File: src/design/modinv_pkg.sv
// modinv_pkg: command and status bundles shared by the modular inverse
// controller, datapath and top level; no dependencies
package modinv_pkg;

  typedef struct packed {
    logic load;          // take a new request into the operand registers
    logic start_round;   // set up one euclid round division
    logic step;          // one quotient bit of the running division
    logic commit_pre;    // reduction of value modulo modulus is complete
    logic commit_round;  // euclid round complete, shift remainders and coefficients
    logic finish;        // write the result register
  } modinv_cmd_t;

  typedef struct packed {
    logic mod_small;     // modulus below two
    logic r1_zero;       // remainder sequence has reached zero
    logic last_bit;      // division is on its final quotient bit
    logic out_free;      // result register can take a new result
  } modinv_status_t;

endpackage

File: src/design/modinv_datapath.sv
// modinv_datapath: remainder and coefficient registers, bit-serial divider
// with shift-add quotient product, and the result register; uses modinv_pkg
module modinv_datapath #(
  parameter int DATA_WIDTH = 31
) (
  input  logic                       clk,
  input  logic                       rst,
  input  modinv_pkg::modinv_cmd_t    cmd,
  output modinv_pkg::modinv_status_t status,
  input  logic [DATA_WIDTH-1:0]      value,
  input  logic [DATA_WIDTH-1:0]      modulus,
  output logic [DATA_WIDTH-1:0]      inverse,
  output logic                       exists,
  output logic                       out_valid,
  input  logic                       out_ready
);
  import modinv_pkg::*;

  localparam int W     = DATA_WIDTH;
  localparam int CNT_W = $clog2(DATA_WIDTH);

  logic [W-1:0]     modr;
  logic [W-1:0]     r0;
  logic [W-1:0]     r1;
  logic [W:0]       t0;      // two's complement, magnitude below modulus
  logic [W:0]       t1;
  logic [W-1:0]     num;     // dividend, shifted out msb first
  logic [W-1:0]     rem;
  logic [W:0]       acc;     // running quotient times t1, wraps
  logic [CNT_W-1:0] cnt;
  logic             pre_mode;

  logic [W-1:0] divisor;
  logic [W:0]   rem_sh;
  logic         ge;
  logic [W:0]   rem_diff;
  logic [W-1:0] rem_next;
  logic [W:0]   acc_next;
  logic [W:0]   t0_fixed;
  logic         ok;

  assign divisor  = pre_mode ? r0 : r1;
  assign rem_sh   = {rem, num[W-1]};
  assign ge       = rem_sh >= {1'b0, divisor};
  assign rem_diff = rem_sh - {1'b0, divisor};
  assign rem_next = ge ? rem_diff[W-1:0] : rem_sh[W-1:0];
  assign acc_next = {acc[W-1:0], 1'b0} + (ge ? t1 : '0);

  // negative coefficient is brought into 0 to modulus-1
  assign t0_fixed = t0[W] ? (t0 + {1'b0, modr}) : t0;
  assign ok       = (modr >= W'(2)) && (r0 == W'(1));

  assign status.mod_small = modr < W'(2);
  assign status.r1_zero   = r1 == '0;
  assign status.last_bit  = cnt == CNT_W'(W - 1);
  assign status.out_free  = !out_valid || out_ready;

  always_ff @(posedge clk) begin
    if (cmd.load) begin
      modr     <= modulus;
      r0       <= modulus;
      num      <= value;
      rem      <= '0;
      acc      <= '0;
      cnt      <= '0;
      t0       <= '0;
      t1       <= (W+1)'(1);
      pre_mode <= 1'b1;
    end else if (cmd.start_round) begin
      num      <= r0;
      rem      <= '0;
      acc      <= '0;
      cnt      <= '0;
      pre_mode <= 1'b0;
    end else if (cmd.step) begin
      num <= {num[W-2:0], 1'b0};
      rem <= rem_next;
      acc <= acc_next;
      cnt <= cnt + CNT_W'(1);
      if (cmd.commit_pre) begin
        r1 <= rem_next;
      end
      if (cmd.commit_round) begin
        r0 <= r1;
        r1 <= rem_next;
        t0 <= t1;
        t1 <= t0 - acc_next;
      end
    end
    if (cmd.finish) begin
      exists  <= ok;
      inverse <= ok ? t0_fixed[W-1:0] : '0;
    end
  end

  always_ff @(posedge clk) begin
    if (rst) begin
      out_valid <= 1'b0;
    end else if (cmd.finish) begin
      out_valid <= 1'b1;
    end else if (out_ready) begin
      out_valid <= 1'b0;
    end
  end

endmodule

File: src/design/modinv_ctrl.sv
// modinv_ctrl: sequencer for reduction, euclid rounds and result write
// drives the datapath through modinv_pkg command and status bundles
module modinv_ctrl (
  input  logic                       clk,
  input  logic                       rst,
  input  logic                       in_valid,
  output logic                       in_ready,
  input  modinv_pkg::modinv_status_t status,
  output modinv_pkg::modinv_cmd_t    cmd
);
  import modinv_pkg::*;

  localparam logic [2:0] ST_IDLE  = 3'd0;
  localparam logic [2:0] ST_PRE   = 3'd1;
  localparam logic [2:0] ST_CHECK = 3'd2;
  localparam logic [2:0] ST_RUN   = 3'd3;
  localparam logic [2:0] ST_DONE  = 3'd4;

  logic [2:0] state;
  logic [2:0] state_next;

  assign in_ready = state == ST_IDLE;

  always_comb begin
    cmd        = '0;
    state_next = state;
    case (state)
      ST_IDLE: begin
        if (in_valid) begin
          cmd.load   = 1'b1;
          state_next = ST_PRE;
        end
      end
      ST_PRE: begin
        cmd.step = 1'b1;
        if (status.last_bit) begin
          cmd.commit_pre = 1'b1;
          state_next     = ST_CHECK;
        end
      end
      ST_CHECK: begin
        if (status.mod_small || status.r1_zero) begin
          state_next = ST_DONE;
        end else begin
          cmd.start_round = 1'b1;
          state_next      = ST_RUN;
        end
      end
      ST_RUN: begin
        cmd.step = 1'b1;
        if (status.last_bit) begin
          cmd.commit_round = 1'b1;
          state_next       = ST_CHECK;
        end
      end
      ST_DONE: begin
        if (status.out_free) begin
          cmd.finish = 1'b1;
          state_next = ST_IDLE;
        end
      end
      default: begin
        state_next = ST_IDLE;
      end
    endcase
  end

  always_ff @(posedge clk) begin
    if (rst) begin
      state <= ST_IDLE;
    end else begin
      state <= state_next;
    end
  end

endmodule

File: src/design/modular_inverse_core.sv
// modular_inverse_core: inverse of value modulo modulus by extended euclid
// the reduction of value modulo modulus and each euclid round are bit-serial
// divisions, with up to about 45 euclid rounds for 31-bit operands;
// one request at a time
// a new request is taken while the previous result still waits on the output
// rst is synchronous; it clears the sequencer and the result valid flag only
module modular_inverse_core #(
  parameter int DATA_WIDTH = 31
) (
  input  logic                              clk,
  input  logic                              rst,
  input  logic                              s_tvalid,
  output logic                              s_tready,
  // value, modulus from the lsb up, zero padded
  input  logic [((2*DATA_WIDTH+7)/8)*8-1:0] s_tdata,
  output logic                              m_tvalid,
  input  logic                              m_tready,
  // inverse, exists from the lsb up, zero padded
  output logic [((DATA_WIDTH+8)/8)*8-1:0]   m_tdata
);
  import modinv_pkg::*;

  localparam int W      = DATA_WIDTH;
  localparam int OUT_DW = ((DATA_WIDTH + 8) / 8) * 8;

  modinv_cmd_t    cmd;
  modinv_status_t status;
  logic [W-1:0]   inverse;
  logic           exists;

  modinv_ctrl u_ctrl (
    .clk      (clk),
    .rst      (rst),
    .in_valid (s_tvalid),
    .in_ready (s_tready),
    .status   (status),
    .cmd      (cmd)
  );

  modinv_datapath #(
    .DATA_WIDTH (DATA_WIDTH)
  ) u_datapath (
    .clk       (clk),
    .rst       (rst),
    .cmd       (cmd),
    .status    (status),
    .value     (s_tdata[W-1:0]),
    .modulus   (s_tdata[2*W-1:W]),
    .inverse   (inverse),
    .exists    (exists),
    .out_valid (m_tvalid),
    .out_ready (m_tready)
  );

  assign m_tdata = OUT_DW'({exists, inverse});

endmodule

File: config.mk
export PLATFORM = sky130hd
export DESIGN_NAME = modular_inverse_core
export DESIGN_NICKNAME = d
export VERILOG_FILES = /design/src/design/modinv_pkg.sv /design/src/design/modinv_datapath.sv /design/src/design/modinv_ctrl.sv /design/src/design/modular_inverse_core.sv
export SDC_FILE = /design/constraint.sdc
export NUM_CORES = 1
export LEC_CHECK = 0
export BUFFER_PORTS_ARGS = -buffer_cell sky130_fd_sc_hd__buf_2
export CAP_MARGIN = 20
export CORE_UTILIZATION = 42
export CTS_BUF_LIST = sky130_fd_sc_hd__clkbuf_16
export DETAILED_ROUTE_END_ITERATION = 10
export PLACE_DENSITY = 0.67
export SETUP_SLACK_MARGIN = 0.02
export SKIP_LAST_GASP = 1
export SLEW_MARGIN = 0
export SYNTH_ARGS = -nofsm -noshare
export SYNTH_HDL_FRONTEND = slang
export SYNTH_SLANG_ARGS = --single-unit
File: constraint.sdc
create_clock -name clk -period 11.85 [get_ports clk]
set_input_delay 0.5925 -clock clk [delete_from_list [all_inputs] [get_ports clk]]
set_output_delay 0.5925 -clock clk [all_outputs]
set_load 0.005 [all_outputs]
==> impl_metrics.env <==
export IMPL_fin_tns_setup_ns=0
export IMPL_async_flop_share_pct=0
export IMPL_cts_sinks=292
export IMPL_globalplace_congestion=0.9191
export IMPL_clkLatencyLatePin_ns=0.60
export IMPL_r2r_cells=38
export IMPL_overflow=0
export IMPL_grt_pass1_vias=14000
export IMPL_nets=2238
export IMPL_netlist_area_mm2=0.01801
export IMPL_syn_nets=2182
export IMPL_core_area_mm2=0.04213
export IMPL_crit_path_max_fanout=31
export IMPL_htree_levels=1
export IMPL_critPathRequiredTime_ns=12.34
export IMPL_start_util_pct=42.75
export IMPL_fin_crit_sh_pct=76.55
export IMPL_worst_pin_slew_ns=1.024
export IMPL_max_freq_ghz=0.1102
export IMPL_fin_crit_ns=9.071
export IMPL_seq_area_frac_synth_pct=41.12
export IMPL_grt_max_degree=87
export IMPL_ys_types=90
export IMPL_final_core_util_pct=47.39
export IMPL_grt_setup_unrepaired="false"
export IMPL_crit_slowest_cell="dfxtp_2"
export IMPL_drt_first_pass_iters=6
export IMPL_start_kind="flop"
export IMPL_cts_root_buf="clkbuf_16"
export IMPL_routed_via_density=5.727
export IMPL_drive_gt1_share_pct=11.26
export IMPL_hold_buffers=0
export IMPL_final_hold_viol_count=0
export IMPL_io_buffers=99
export IMPL_hold_path_cell_count=1
export IMPL_worstSetupEndpointType="flop"
export IMPL_cts_buffer_depth=3
export IMPL_clock_skew_ns=0.02130
export IMPL_power_leakage_nw=8.607
export IMPL_ant_nets=0
export IMPL_die_w_um=209.1
export IMPL_drv_cap=0
export IMPL_wire_per_inst_um=18.37
export IMPL_hold_class="primary input to flop"
export IMPL_worst_r2r_setup_slack_ns=2.78
export IMPL_slew_headroom_pct=31.75
export IMPL_area_growth_pct=10.85
export IMPL_core_rowCount=75
export IMPL_die_area_mm2=0.04372
export IMPL_whs_endpoint="u_datapath.modr[0]"
export IMPL_path_clk_slew_ns=0.07
export IMPL_syn_area_per_cell_um2=9.057
export IMPL_hold_path_startpoint="s_tdata[31]"
export IMPL_syn_instance_count=1989
export IMPL_r2r_end="u_datapath.t1[31]"
export IMPL_gr_usage_all_layers_pct=21.62
export IMPL_crit_path_max_incr_delay_ns=0.69
export IMPL_synth_main_ff_cell="edfxtp_1"
export IMPL_num_vias=14960
export IMPL_setup_violations_final=0
export IMPL_critPathKind="flop to flop"
export IMPL_synth_enable_flop_cells=156
export IMPL_cts_resized_gates=0
export IMPL_power_mw=2.558
export IMPL_die_y_um=209.1
export IMPL_drt_total_wl_mm=48.00
export IMPL_ios=102
export IMPL_r2r_start="u_datapath.pre_mode"
export IMPL_status="complete, no violations"
export IMPL_crit_arrival_ns=9.56
export IMPL_place_detailed_hpwl_mm=35.34
export IMPL_yosys_warnings=0
export IMPL_drv_slew=0
export IMPL_antenna_found_initial=4
export IMPL_power_density_mw_per_mm2=128.1
export IMPL_ys_ff_latch=292
export IMPL_post_cts_setup_buffer_count=0
export IMPL_ir_drop_mv=0.1109
export IMPL_numCtsBuffers=31
export IMPL_cts_tree="done"
export IMPL_drcViolationCount=0
export IMPL_grt_pass1_wl_mm=75.98
export IMPL_drt_iter0_markers=1153
==> kinds of logic after synthesis <==
group / Yosys count / share of synthesized area [%]
compound gates: 483 / 18.05
xor+xnor: 100 / 4.862
fa+ha+maj: 127 / 8.960
buf+inv: 144 / 3.063
flops: 292 / 41.12
mux: 74 / 4.251
simple gates: 769 / 19.70
==> cells in the final DEF (no fill, tap or decap), drive strengths merged, types with 24 or more instances in the layout <==
master | netlist | final
nor4 | 24 | 24
a22oi | 31 | 31
nor2b | 46 | 46
mux2i | 54 | 54
xor2 | 44 | 44
clkbuf | 75 | 31
edfxtp | 156 | 156
nand2 | 351 | 351
nor3 | 25 | 25
o21ai | 112 | 112
ha | 121 | 121
inv | 52 | 65
a21o | 52 | 52
a21oi | 119 | 119
xnor2 | 56 | 56
nand3 | 116 | 116
nor2 | 102 | 102
nand2b | 27 | 27
buf | 17 | 115
dfxtp | 136 | 136
==> state kept, by name, indices dropped and copies added, names as in the netlist <==
signal,count
u_datapath.num,31
u_datapath.r1,31
u_ctrl.state,3
u_datapath.cnt,5
u_datapath.exists,1
u_datapath.t0,32
u_datapath.r0,31
u_datapath.out_valid,1
u_datapath.inverse,31
u_datapath.modr,31
u_datapath.pre_mode,1
u_datapath.rem,31
u_datapath.acc,31
u_datapath.t1,32
==> power breakdown <==
group / switching [mW] / internal, mW
clock: 0.431 / 0.483
combinational: 0.278 / 0.153
sequential: 0.0526 / 1.16
==> layer usage <==
metal / track usage (%) / vias to the layer above / wire (um) / share of wire [%]
li1: - / 7352 / - / -
met1: 29.43 / 7098 / 21840 / 46
met2: 36.15 / 427 / 22450 / 47
met3: 2.901 / 82 / 2571 / 5.4
met4: 5.375 / 0 / 1131 / 2.4
met5: 0 / - / 0 / 0
==> through the flow <==
step	setup WS, ns	instances	area, um2	hold WS (ns)
floorplan	4.005	1989	18010	0.4234
global placement	2.875	2550	18980	0.4388
detailed placement	2.767	2550	18980	0.4420
CTS	2.744	2608	19930	0.1690
global route	2.094	2610	19960	0.1777
finish	2.779	2612	19970	0.1878
==> worst max path at each step <==
stage	startpoint	endpoint	slack, ns	cells past startpoint
floorplan	u_datapath.pre_mode	u_datapath.t1[31]	4.01	41
CTS	u_datapath.pre_mode	u_datapath.t1[31]	2.74	38
global placement	u_datapath.pre_mode	u_datapath.t1[31]	2.88	38
detailed placement	u_datapath.pre_mode	u_datapath.t1[31]	2.77	38
finish	u_datapath.pre_mode	u_datapath.t1[31]	2.78	38
global route	u_datapath.pre_mode	u_datapath.t1[31]	2.09	38
==> critical path: cells and delay by family, from the launching register on <==
family                     cells  cell delay [ns]
AOI/OAI and AO/OA             24             5.09
adders and majority gates      4             1.27
xor gates and xnor gates       1             0.22
and+or+nand+nor                7             1.01
muxes                          1             0.41
DFF                            1             0.69
buffers and inverters          1             0.27
==> cells in the mapped netlist, types with 4 or more instances <==
library cell,count,area (um2)
nand3_1,116,580.6
nand3b_1,6,45.04
o2111ai_1,4,35.03
o2bb2ai_1,7,61.31
nor3_1,25,125.1
nand4_1,19,118.9
o31ai_1,12,90.09
or2_2,7,43.79
or3_1,9,56.30
o21ai_0,99,495.5
xnor2_1,56,490.5
nor2_1,102,382.9
dfxtp_1,136,2723
o21a_1,21,157.7
a22oi_1,31,232.7
o211ai_1,12,90.09
or4_1,5,37.54
clkbuf_1,74,277.8
and2_1,10,62.56
nor2b_1,45,281.5
a21o_1,50,375.4
inv_1,52,195.2
and3_1,11,68.82
fa_1,4,80.08
xor2_1,44,385.4
o31a_1,4,35.03
mux2_2,20,225.2
nand2_1,350,1314
o21bai_1,16,120.1
edfxtp_1,156,4684
a21oi_1,118,590.6
a211oi_1,16,120.1
buf_1,11,41.29
a22o_1,7,61.31
o21ai_1,10,50.05
a31oi_1,14,87.58
buf_2,5,25.02
a21boi_0,7,52.55
mux2i_1,54,540.5
nand2b_1,27,168.9
ha_1,121,1514
a211o_1,4,35.03
nor4_1,24,150.1
==> layout make-up <==
type / instances / area, um2
antenna: 3 / 7.507
clock buffer: 31 / 775.7
clock inverter: 27 / 172.7
fill: 3949 / 22170
inverter: 52 / 197.7
multi-input combinational: 1553 / 10090
sequential: 292 / 7410
tap: 539 / 674.4
timing repair buffer: 115 / 635.6
No activity file was read; power rests on OpenSTA's default activity.
